--- config.mk ---
export PLATFORM = sky130hd
export DESIGN_NAME = grid_local_peak_finder_top_flat
export DESIGN_NICKNAME = d
export VERILOG_FILES = /design/src/glpf_pkg.sv /design/src/glpf_in_if.sv /design/src/glpf_out_if.sv /design/src/glpf_front.sv /design/src/glpf_fifo.sv /design/src/glpf_back.sv /design/src/grid_local_peak_finder_top.sv /design/src/flat_wrapper.sv
export SDC_FILE = /design/constraint.sdc
export NUM_CORES = 2
export LEC_CHECK = 0
export CAP_MARGIN = 20
export CELL_PAD_IN_SITES_DETAIL_PLACEMENT = 0
export CELL_PAD_IN_SITES_GLOBAL_PLACEMENT = 1
export CORE_MARGIN = 8
export CORE_UTILIZATION = 55
export CTS_CLUSTER_DIAMETER = 80
export CTS_CLUSTER_SIZE = 28
export DETAILED_ROUTE_END_ITERATION = 6
export DONT_BUFFER_PORTS = 1
export PLACE_DENSITY_LB_ADDON = 0.1
export SETUP_SLACK_MARGIN = 0.15
export SLEW_MARGIN = 40
export SYNTH_ARGS = -nofsm -noshare
export SYNTH_HDL_FRONTEND = slang
export SYNTH_SLANG_ARGS = --single-unit
--- constraint.sdc ---
create_clock -name i_clk -period 6.9 [get_ports i_clk]
set_input_delay 1.38 -clock i_clk [delete_from_list [all_inputs] [get_ports i_clk]]
set_output_delay 1.38 -clock i_clk [all_outputs]
set_load 0.005 [all_outputs]
--- src/glpf_pkg.sv ---
// Package for the grid local peak finder.
// Holds sizes, register indexes and the queue entry type; no dependencies.
package glpf_pkg;

    localparam int MAX_COLS    = 32;
    localparam int MAX_ROWS    = 1024;
    localparam int SAMPLE_BITS = 16;

    localparam int COL_BITS   = $clog2(MAX_COLS);
    localparam int ROW_BITS   = $clog2(MAX_ROWS);
    localparam int CFG_ROWS_W = 11;
    localparam int CFG_COLS_W = 6;
    localparam int CFG_DATA_W = 11;
    localparam int CFG_IDX_W  = 2;

    localparam int FIFO_DEPTH = 4;
    localparam int FIFO_PTR_W = $clog2(FIFO_DEPTH);

    localparam logic [CFG_IDX_W-1:0] CFG_NUM_ROWS = CFG_IDX_W'(0);
    localparam logic [CFG_IDX_W-1:0] CFG_NUM_COLS = CFG_IDX_W'(1);

    typedef struct packed {
        logic signed [SAMPLE_BITS-1:0] sample;
        logic [ROW_BITS-1:0]           row;
        logic [COL_BITS-1:0]           col;
        logic                          last_smp;
    } t_item;

endpackage

--- src/glpf_in_if.sv ---
// Input channel interface: one grid sample per beat.
// Depends on glpf_pkg.
interface glpf_in_if import glpf_pkg::*; ();
    logic                          valid;
    logic                          ready;
    logic signed [SAMPLE_BITS-1:0] sample_value;

    modport source (output valid, output sample_value, input ready);
    modport sink (input valid, input sample_value, output ready);
endinterface

--- src/glpf_out_if.sv ---
// Output channel interface: one peak coordinate per beat.
// Depends on glpf_pkg.
interface glpf_out_if import glpf_pkg::*; ();
    logic                valid;
    logic                ready;
    logic [ROW_BITS-1:0] peak_row;
    logic [COL_BITS-1:0] peak_col;
    logic                last_of_run;

    modport source (output valid, output peak_row, output peak_col, output last_of_run,
                    input ready);
    modport sink (input valid, input peak_row, input peak_col, input last_of_run,
                  output ready);
endinterface

--- src/glpf_front.sv ---
// Front end: accepts samples, tracks the raster position and holds the grid size.
// Depends on glpf_pkg and glpf_in_if.
module glpf_front import glpf_pkg::*; (
    input  logic                  i_clk,
    input  logic                  i_rst_n,
    glpf_in_if.sink               i_in,
    input  logic                  i_cfg_we,
    input  logic [CFG_IDX_W-1:0]  i_cfg_idx,
    input  logic [CFG_DATA_W-1:0] i_cfg_data,
    input  logic                  i_full,
    output logic                  o_push,
    output t_item                 o_item,
    output logic [COL_BITS-1:0]   o_cols_m1
);

    logic [ROW_BITS-1:0]   r_rows_m1;
    logic [COL_BITS-1:0]   r_cols_m1;
    logic [ROW_BITS-1:0]   r_row;
    logic [COL_BITS-1:0]   r_col;
    logic [ROW_BITS-1:0]   n_rows_m1;
    logic [COL_BITS-1:0]   n_cols_m1;
    logic [CFG_ROWS_W-1:0] rows_val;
    logic [CFG_COLS_W-1:0] cols_val;
    logic                  last_col;
    logic                  last_smp;

    assign i_in.ready = !i_full;
    assign o_push     = i_in.valid && !i_full;
    assign last_col   = (r_col == r_cols_m1);
    assign last_smp   = last_col && (r_row == r_rows_m1);
    assign o_cols_m1  = r_cols_m1;

    assign o_item.sample   = i_in.sample_value;
    assign o_item.row      = r_row;
    assign o_item.col      = r_col;
    assign o_item.last_smp = last_smp;

    always_comb begin
        rows_val = i_cfg_data[CFG_ROWS_W-1:0];
        cols_val = i_cfg_data[CFG_COLS_W-1:0];
        if (rows_val == '0) begin
            n_rows_m1 = '0;
        end else if (rows_val > CFG_ROWS_W'(MAX_ROWS)) begin
            n_rows_m1 = ROW_BITS'(MAX_ROWS - 1);
        end else begin
            n_rows_m1 = ROW_BITS'(rows_val - CFG_ROWS_W'(1));
        end
        if (cols_val == '0) begin
            n_cols_m1 = '0;
        end else if (cols_val > CFG_COLS_W'(MAX_COLS)) begin
            n_cols_m1 = COL_BITS'(MAX_COLS - 1);
        end else begin
            n_cols_m1 = COL_BITS'(cols_val - CFG_COLS_W'(1));
        end
    end

    always_ff @(posedge i_clk) begin
        if (!i_rst_n) begin
            r_rows_m1 <= '0;
            r_cols_m1 <= '0;
            r_row     <= '0;
            r_col     <= '0;
        end else if (i_cfg_we && (i_cfg_idx == CFG_NUM_ROWS || i_cfg_idx == CFG_NUM_COLS)) begin
            if (i_cfg_idx == CFG_NUM_ROWS) begin
                r_rows_m1 <= n_rows_m1;
            end else begin
                r_cols_m1 <= n_cols_m1;
            end
            r_row <= '0;
            r_col <= '0;
        end else if (o_push) begin
            if (last_smp) begin
                r_row <= '0;
                r_col <= '0;
            end else if (last_col) begin
                r_row <= r_row + ROW_BITS'(1);
                r_col <= '0;
            end else begin
                r_col <= r_col + COL_BITS'(1);
            end
        end
    end

endmodule

--- src/glpf_fifo.sv ---
// Short queue of samples, tagged with their grid positions, between the front and back ends.
// Depends on glpf_pkg.
module glpf_fifo import glpf_pkg::*; (
    input  logic  i_clk,
    input  logic  i_rst_n,
    input  logic  i_push,
    input  t_item i_item,
    output logic  o_full,
    input  logic  i_pop,
    output logic  o_valid,
    output t_item o_head
);

    t_item                 r_mem [FIFO_DEPTH];
    logic [FIFO_PTR_W-1:0] r_wr_ptr;
    logic [FIFO_PTR_W-1:0] r_rd_ptr;
    logic [FIFO_PTR_W:0]   r_count;

    assign o_full  = (r_count == (FIFO_PTR_W+1)'(FIFO_DEPTH));
    assign o_valid = (r_count != '0);
    assign o_head  = r_mem[r_rd_ptr];

    always_ff @(posedge i_clk) begin
        if (i_push) begin
            r_mem[r_wr_ptr] <= i_item;
        end
    end

    always_ff @(posedge i_clk) begin
        if (!i_rst_n) begin
            r_wr_ptr <= '0;
            r_rd_ptr <= '0;
            r_count  <= '0;
        end else begin
            if (i_push) begin
                r_wr_ptr <= r_wr_ptr + FIFO_PTR_W'(1);
            end
            if (i_pop) begin
                r_rd_ptr <= r_rd_ptr + FIFO_PTR_W'(1);
            end
            if (i_push && !i_pop) begin
                r_count <= r_count + (FIFO_PTR_W+1)'(1);
            end else if (i_pop && !i_push) begin
                r_count <= r_count - (FIFO_PTR_W+1)'(1);
            end
        end
    end

endmodule

--- src/glpf_back.sv ---
// Back end: row stores, neighbour reads, peak decisions and the result register.
// Depends on glpf_pkg and glpf_out_if.
module glpf_back import glpf_pkg::*; (
    input  logic                i_clk,
    input  logic                i_rst_n,
    input  logic                i_valid,
    input  t_item               i_item,
    output logic                o_pop,
    input  logic [COL_BITS-1:0] i_cols_m1,
    glpf_out_if.source          o_out
);

    typedef enum logic [2:0] {
        S_IDLE, S_P0, S_P1, S_P2, S_P3, S_WRITE, S_END
    } t_state;

    logic signed [SAMPLE_BITS-1:0] r_older [MAX_COLS];
    logic signed [SAMPLE_BITS-1:0] r_newer [MAX_COLS];
    logic signed [SAMPLE_BITS-1:0] r_old_q;
    logic signed [SAMPLE_BITS-1:0] r_new_q;

    t_state                        r_state;
    logic signed [SAMPLE_BITS-1:0] r_s;
    logic [ROW_BITS-1:0]           r_row;
    logic [COL_BITS-1:0]           r_col;
    logic                          r_last;
    logic [COL_BITS-1:0]           r_k;
    logic                          r_flush;
    logic signed [SAMPLE_BITS-1:0] r_ctr;
    logic signed [SAMPLE_BITS-1:0] r_up;
    logic signed [SAMPLE_BITS-1:0] r_right;
    logic signed [SAMPLE_BITS-1:0] r_lft;
    logic                          r_pend_v;
    logic [ROW_BITS-1:0]           r_pend_row;
    logic [COL_BITS-1:0]           r_pend_col;
    logic                          r_out_v;
    logic [ROW_BITS-1:0]           r_out_row;
    logic [COL_BITS-1:0]           r_out_col;
    logic                          r_out_last;

    logic [COL_BITS-1:0] old_addr;
    logic [COL_BITS-1:0] new_addr;
    logic                wr_en;
    logic                slot_free;
    logic                first_k;
    logic                last_k;
    logic                pk_norm;
    logic                pk_flush;
    logic                pk;
    logic                can_go;
    logic                push_mid;
    logic                push_end;
    logic [ROW_BITS-1:0] pk_row;

    assign o_out.valid       = r_out_v;
    assign o_out.peak_row    = r_out_row;
    assign o_out.peak_col    = r_out_col;
    assign o_out.last_of_run = r_out_last;

    assign o_pop     = (r_state == S_IDLE) && i_valid;
    assign wr_en     = (r_state == S_WRITE);
    assign slot_free = !r_out_v || o_out.ready;
    assign first_k   = (r_k == '0);
    assign last_k    = (r_k == i_cols_m1);

    always_comb begin
        old_addr = r_k;
        new_addr = r_k;
        unique case (r_state)
            S_P1: begin
                old_addr = r_k - COL_BITS'(1);
                new_addr = r_k + COL_BITS'(1);
            end
            S_P2, S_P3: begin
                new_addr = r_k - COL_BITS'(1);
            end
            default: begin
            end
        endcase
    end

    always_comb begin
        pk_norm = (r_ctr >= r_s)
            && !((r_row > ROW_BITS'(1)) && (r_ctr < r_up))
            && !(!first_k && (r_ctr < r_lft))
            && !(!last_k && (r_ctr < r_right));
        pk_flush = !((r_row != '0) && (r_ctr < r_up))
            && !(!first_k && (r_ctr < r_new_q))
            && !(!last_k && (r_ctr < r_right));
        pk       = r_flush ? pk_flush : pk_norm;
        pk_row   = r_flush ? r_row : r_row - ROW_BITS'(1);
        can_go   = !pk || !r_pend_v || slot_free;
        push_mid = (r_state == S_P3) && pk && r_pend_v && slot_free;
        push_end = (r_state == S_END) && r_pend_v && slot_free;
    end

    always_ff @(posedge i_clk) begin
        r_old_q <= r_older[old_addr];
        r_new_q <= r_newer[new_addr];
        if (wr_en) begin
            r_older[r_col] <= r_ctr;
            r_newer[r_col] <= r_s;
        end
    end

    always_ff @(posedge i_clk) begin
        if (!i_rst_n) begin
            r_state  <= S_IDLE;
            r_pend_v <= 1'b0;
            r_out_v  <= 1'b0;
            r_flush  <= 1'b0;
        end else begin
            if (push_mid || push_end) begin
                r_out_v    <= 1'b1;
                r_out_row  <= r_pend_row;
                r_out_col  <= r_pend_col;
                r_out_last <= push_end;
            end else if (o_out.ready) begin
                r_out_v <= 1'b0;
            end

            unique case (r_state)
                S_IDLE: begin
                    if (i_valid) begin
                        r_s     <= i_item.sample;
                        r_row   <= i_item.row;
                        r_col   <= i_item.col;
                        r_k     <= i_item.col;
                        r_last  <= i_item.last_smp;
                        r_flush <= 1'b0;
                        r_state <= (i_item.row == '0) ? S_WRITE : S_P0;
                    end
                end
                S_P0: begin
                    r_state <= S_P1;
                end
                S_P1: begin
                    r_ctr   <= r_new_q;
                    r_up    <= r_old_q;
                    r_state <= S_P2;
                end
                S_P2: begin
                    r_right <= r_new_q;
                    r_lft   <= r_old_q;
                    r_state <= S_P3;
                end
                S_P3: begin
                    if (can_go) begin
                        if (pk) begin
                            r_pend_v   <= 1'b1;
                            r_pend_row <= pk_row;
                            r_pend_col <= r_k;
                        end
                        if (!r_flush) begin
                            r_state <= S_WRITE;
                        end else if (last_k) begin
                            r_state <= S_END;
                        end else begin
                            r_k     <= r_k + COL_BITS'(1);
                            r_state <= S_P0;
                        end
                    end
                end
                S_WRITE: begin
                    if (r_last) begin
                        r_k     <= '0;
                        r_flush <= 1'b1;
                        r_state <= S_P0;
                    end else begin
                        r_state <= S_END;
                    end
                end
                S_END: begin
                    if (!r_pend_v) begin
                        r_state <= S_IDLE;
                    end else if (slot_free) begin
                        r_pend_v <= 1'b0;
                        r_state  <= S_IDLE;
                    end
                end
                default: begin
                    r_state <= S_IDLE;
                end
            endcase
        end
    end

endmodule

--- src/grid_local_peak_finder_top.sv ---
// Top level of the grid local peak finder: front end, queue and back end.
// Depends on glpf_pkg, glpf_in_if, glpf_out_if, glpf_front, glpf_fifo and glpf_back.
// A first-row sample passes the back end's idle, write and end states; later rows add the read
// states P0 to P3 first, as neighbour reads use the single read port of each row store. The last
// sample of a grid adds a flush of the final row: the read states per column, then the end state.
// A peak decision is held pending until the next peak or the end of the run, then registered.
// Reset is synchronous and active low; it empties the queue and the result register, returns the
// grid to one by one and the position to the origin, and leaves the row stores unset.
module grid_local_peak_finder_top import glpf_pkg::*; (
    input  logic                  i_clk,
    input  logic                  i_rst_n,
    glpf_in_if.sink               i_in,
    glpf_out_if.source            o_out,
    input  logic                  i_cfg_we,
    input  logic [CFG_IDX_W-1:0]  i_cfg_idx,
    input  logic [CFG_DATA_W-1:0] i_cfg_data
);

    logic                push;
    logic                full;
    t_item               front_item;
    logic [COL_BITS-1:0] cols_m1;
    logic                q_valid;
    logic                q_pop;
    t_item               q_head;

    glpf_front u_front (
        .i_clk      (i_clk),
        .i_rst_n    (i_rst_n),
        .i_in       (i_in),
        .i_cfg_we   (i_cfg_we),
        .i_cfg_idx  (i_cfg_idx),
        .i_cfg_data (i_cfg_data),
        .i_full     (full),
        .o_push     (push),
        .o_item     (front_item),
        .o_cols_m1  (cols_m1)
    );

    glpf_fifo u_fifo (
        .i_clk   (i_clk),
        .i_rst_n (i_rst_n),
        .i_push  (push),
        .i_item  (front_item),
        .o_full  (full),
        .i_pop   (q_pop),
        .o_valid (q_valid),
        .o_head  (q_head)
    );

    glpf_back u_back (
        .i_clk     (i_clk),
        .i_rst_n   (i_rst_n),
        .i_valid   (q_valid),
        .i_item    (q_head),
        .o_pop     (q_pop),
        .i_cols_m1 (cols_m1),
        .o_out     (o_out)
    );

endmodule

--- src/flat_wrapper.sv ---
// flat-port wrapper written by rule: the top's interface ports become plain ports
module grid_local_peak_finder_top_flat import glpf_pkg::*;
  (i_clk, i_rst_n, i_cfg_we, i_cfg_idx, i_cfg_data, i_in_valid, i_in_sample_value, i_in_ready, o_out_valid, o_out_peak_row, o_out_peak_col, o_out_last_of_run, o_out_ready);
  glpf_in_if i_in_i ();
  glpf_out_if o_out_i ();
  input  logic i_clk;
  input  logic i_rst_n;
  input  logic i_cfg_we;
  input  logic [CFG_IDX_W-1:0] i_cfg_idx;
  input  logic [CFG_DATA_W-1:0] i_cfg_data;
  input wire logic [$bits(i_in_i.valid)-1:0] i_in_valid;
  input wire logic [$bits(i_in_i.sample_value)-1:0] i_in_sample_value;
  output wire logic [$bits(i_in_i.ready)-1:0] i_in_ready;
  output wire logic [$bits(o_out_i.valid)-1:0] o_out_valid;
  output wire logic [$bits(o_out_i.peak_row)-1:0] o_out_peak_row;
  output wire logic [$bits(o_out_i.peak_col)-1:0] o_out_peak_col;
  output wire logic [$bits(o_out_i.last_of_run)-1:0] o_out_last_of_run;
  input wire logic [$bits(o_out_i.ready)-1:0] o_out_ready;
  assign i_in_i.valid = i_in_valid;
  assign i_in_i.sample_value = i_in_sample_value;
  assign i_in_ready = i_in_i.ready;
  assign o_out_valid = o_out_i.valid;
  assign o_out_peak_row = o_out_i.peak_row;
  assign o_out_peak_col = o_out_i.peak_col;
  assign o_out_last_of_run = o_out_i.last_of_run;
  assign o_out_i.ready = o_out_ready;
  grid_local_peak_finder_top u_core (.i_clk(i_clk), .i_rst_n(i_rst_n), .i_in(i_in_i), .o_out(o_out_i), .i_cfg_we(i_cfg_we), .i_cfg_idx(i_cfg_idx), .i_cfg_data(i_cfg_data));
endmodule
==> metrics.log <==
[metrics] result of the run: completed
[metrics] skew final: 0.04203 ns
[metrics] number of global-route vias before repair: 28182
[metrics] XOR/XNOR share of the synthesized area: 0.9432%
[metrics] leading cell types by total area after synthesis: sky130_fd_sc_hd__edfxtp_1 (72%), sky130_fd_sc_hd__mux4_2 (8.2%), sky130_fd_sc_hd__dfxtp_1 (2.9%), sky130_fd_sc_hd__nand2_1 (2.8%), sky130_fd_sc_hd__ha_1 (2.1%)
[metrics] post-route antenna net violation count: 0
[metrics] switching share of total power: 30.64%
[metrics] slowest stage cell on the critical path: sky130_fd_sc_hd__edfxtp_1
[metrics] NetSw: 5981 uW
[metrics] number of failing setup endpoints in the final timing report: 0
[metrics] cts hold-fix bufs: 0
[metrics] Worst Setup Start Kind: register
[metrics] Cell Rows: 114
[metrics] die outline area: 107900 sq um
[metrics] width of the chip: 328.5 um
[metrics] ys async rst share: 0%
[metrics] unrepaired setup endpoints after global routing: false
[metrics] pwr/cell area: 334.5 nW/um^2
[metrics] average detailed-routed wire length per instance: 29.52 um
[metrics] class of the tightest hold or removal check: reg2reg
[metrics] Post-Syn Nets: about 3300
[metrics] final critical delay including setup and external delays: 4.181 ns
[metrics] worst-case vdd ir drop: 239.2 uV
[metrics] hold slack final: 0.4269 ns
[metrics] number of design-rule violations left by the first detailed-router iteration: 3203
[metrics] crit path max fanout: 29
[metrics] number of setup buffers added after CTS: 0
[metrics] Layout Area Growth over Synthesis: 8.638%
[metrics] Max Root-Sink Buffers: 3
[metrics] boundary pin count: 52
[metrics] clock network fraction of design power: 21.4%
[metrics] Post-Synthesis Mean Instance Area: 16.91 sq um
[metrics] worst endpoint data arrival time: 4.77 ns
[metrics] level count of the clock H-tree: 2
[metrics] setup TNS: 0 ns
[metrics] cts bufs inserted: 58
[metrics] Syn Std Cell Area: 53720 sq um
[metrics] power consumption: 19520 uW
[metrics] drt via density: ~6.3
[metrics] overall via count from detail_route: 28545
[metrics] total congestion overflow: 0
[metrics] CP Cell Sequence: inv_1 -> ha_1 -> o21ai_1 -> a221o_2 -> nor2_4 -> buf_4 -> nand3_1 -> nand4_1 -> o21ai_0 -> or3_1
[metrics] clock sink count: 1361
[metrics] total global-route track usage: around 25%
[metrics] post-route fraction of the period consumed by the critical path: 60.60%
[metrics] placeable core region: 96710 sq um
[metrics] instance count of the mapped netlist: 3177
[metrics] clock tree from TritonCTS: built
[metrics] Initial Util: 55.55%
[metrics] count of buffers from port buffering: 0
[metrics] sequential area share after synthesis: between 70% and 80%
[metrics] R2R Setup Slk: around 2.7 ns
[metrics] Yosys top cell area share: 71.77%
[metrics] synthesis-stage register bit count: 1361
[metrics] maximum number of pins on one net before global-route repair: 138
[metrics] max frequency: 239.2 MHz
[metrics] share of synthesized area spent on multiplexers: 9.705%
[metrics] post-synth cell types: 69
[metrics] post-CTS clock slew at the launch and capture registers of the worst setup and hold paths: 0.11 ns
[metrics] number of enable flip-flop cells after synthesis: approximately 1300
[metrics] worst relative slew slack: approximately 35%
[metrics] ANT cells: 0
[metrics] post-layout net count: roughly 3300
[metrics] number of antenna violations at the first check in global routing: 1
[metrics] Top FF cell, synth: sky130_fd_sc_hd__edfxtp_1
[metrics] layout cells sized above 1: 14.48%
[metrics] wire length of the first global-routing pass: between 150000 and 200000 um
[metrics] compound-cell area share of the yosys netlist: 3.337%
[metrics] critical path class: reg2reg
[metrics] Yosys top cell by area: sky130_fd_sc_hd__edfxtp_1
[metrics] height of the die: 328.5 um
[metrics] worst slew pin tran: between 0.9 and 1 ns
[metrics] iteration count of the initial detailed-routing pass: 6
[metrics] DRC violations left: 0
[metrics] max incr delay on CP: 0.71 ns
[metrics] critical path endpoint category: register
[metrics] leakage component of the power: slightly below 0.02 uW
[metrics] share of power burned in combinational logic: 27.2%
[metrics] fraction of the mapped netlist area in adder cells: 2.175%
[metrics] WL final: 134100 um
[metrics] number of hold violations in the final report: 0
[metrics] internal power: around 14000 uW
[metrics] relative contribution of sequential cells to total power: 51.4%
[metrics] Root Driver: sky130_fd_sc_hd__clkbuf_16
[metrics] number of max-capacitance violations reported: 0
[metrics] synthesized-area fraction occupied by and/or/nand/nor cells: 7.364%
[metrics] placer's final routability congestion estimate: 0.8629
[metrics] data required time of the critical path: ~7.5 ns
[metrics] Final Slew Violations: 0
[metrics] placed wire-length estimate after detailed placement: 78350 um
[metrics] main combinational cell family by area after synthesis: multiplexers
[metrics] number of fillers in the final layout: between 7000 and 8000
[metrics] number of warnings issued by yosys: 0
[metrics] cts repair resizes: 0
[metrics] insertion delay to the later sink of the worst-skew pair: 0.71 ns
[flip-flops by register name (all words and copies together) (netlist names), 10 cells and up, named ones only]
name,count
u_core.u_back.r_older,512
u_core.u_back.r_s,16
u_core.u_front.r_row,10
u_core.u_back.r_row,10
u_core.u_fifo.r_mem,128
u_core.u_back.r_up,16
u_core.u_front.r_rows_m1,10
u_core.u_back.r_old_q,16
u_core.u_back.r_newer,512
u_core.u_back.r_new_q,16
u_core.u_back.r_lft,16
u_core.u_back.r_right,16
u_core.u_back.o_out.peak_row,10
u_core.u_back.r_pend_row,10
u_core.u_back.r_ctr,16
[power by group through the flow]
stage | sequential, uW | clock (uW) | combinational [uW]
global route | 10100 | 4510 | 5750
detailed placement | 10300 | 0 | 5270
CTS | 10100 | 4250 | 5280
global placement | 10300 | 0 | 4990
floorplan | 10200 | 0 | 3590
finish | 10000 | 4180 | 5310
[path summary, 6_finish.rpt]
check | from | endpoint | cells past startpoint
min | u_core.u_back.r_old_q[7] | u_core.u_back.r_lft[7] | 0
min reg2reg | u_core.u_back.r_old_q[7] | u_core.u_back.r_lft[7] | 0
max reg2reg | u_core.u_back.r_k[0] | u_core.u_back.r_new_q[12] | 10
max | u_core.u_back.r_k[0] | u_core.u_back.r_new_q[12] | 10
[metal layers]
layer | wire length (um) | vias up | track usage (%)
met5 | 0 | - | 0
met4 | 3720 | 0 | 6.719
met3 | 8590 | 188 | 3.238
met2 | 66290 | 989 | 40.80
met1 | 55490 | 15004 | 34.47
li1 | - | 12364 | -
[Yosys cell counts (47+ instances only)]
cell type                  count
sky130_fd_sc_hd__mux4_2      195
sky130_fd_sc_hd__dfxtp_1      77
sky130_fd_sc_hd__nor2_1      185
sky130_fd_sc_hd__mux2i_1      63
sky130_fd_sc_hd__a32oi_1      47
sky130_fd_sc_hd__a21oi_1      54
sky130_fd_sc_hd__ha_1         91
sky130_fd_sc_hd__o21ai_0      78
sky130_fd_sc_hd__nand2_1     395
sky130_fd_sc_hd__clkbuf_1     74
sky130_fd_sc_hd__nand3_1     138
sky130_fd_sc_hd__inv_1        90
sky130_fd_sc_hd__edfxtp_1   1284
[per-stage QoR]
| stage | cells | cell area, sq um | utilization [%] | setup slack (ns) |
|---|---|---|---|---|
| 2_1_floorplan | 3177 | 53720 | - | 2.321 |
| 4_1_cts | 4535 | 58260 | 60.25 | 2.404 |
| 3_5_place_dp | 4430 | 56490 | 58.41 | 2.436 |
| 5_1_grt | 4542 | 58360 | 60.35 | 2.490 |
| 3_3_place_gp | 4384 | 55690 | 57.59 | 2.128 |
| 6_report | 4542 | 58360 | 60.35 | 2.719 |
[logic make-up (layout without fill, tap and decap cells)]
kind of cell	after synthesis	after routing
DFF	1361	1361
and+or+nand+nor	886	886
muxes	275	275
AOI/OAI and AO/OA	272	272
buffers and inverters	233	322
adders and majority gates	93	93
xor gates and xnor gates	57	57
[placed cells by master (no fill, tap or decap), drive strengths merged, types with 4 or more instances in the layout]
cell type	synthesis	final
dfxtp	77	77
nand3	138	138
o22ai	16	16
xor2	39	39
nor2	188	188
a32oi	47	47
mux2i	63	63
or3	25	25
nor3b	4	4
o211a	4	4
ha	91	91
mux2	17	17
nor3	13	13
a22oi	5	5
mux4	195	195
and3	22	22
a21o	10	10
o22a	4	4
inv	91	96
nand2b	14	14
a211oi	11	11
xnor2	18	18
a21oi	54	54
o21ai	84	84
nor4	10	10
clkbuf	74	89
nand3b	6	6
o31ai	6	6
edfxtp	1284	1284
clkinv	0	9
a31oi	4	4
nor4b	6	6
nand4	46	46
nand2	395	395
nor2b	5	5
and2	6	6
buf	68	126
[critical path, delay by kind of cell, from the launching register on]
family / cells / cell delay (ns)
AOI/OAI and AO/OA: 3 / 0.85
adders and majority gates: 1 / 0.47
buffers and inverters: 2 / 0.80
DFF: 1 / 0.71
and+or+nand+nor: 4 / 1.19
[final cells by class]
cell class	count	area (sq um)	area share (%)
Sequential cell	1361	40100	68.71
Multi-Input combinational cell	1583	13070	22.40
Tap cell	1276	1597	2.735
Clock buffer	89	1589	2.723
Timing Repair Buffer	126	1474	2.525
Inverter	91	341.6	0.5853
Clock inverter	16	190.2	0.3259
No activity file was read; power rests on OpenSTA's default activity.
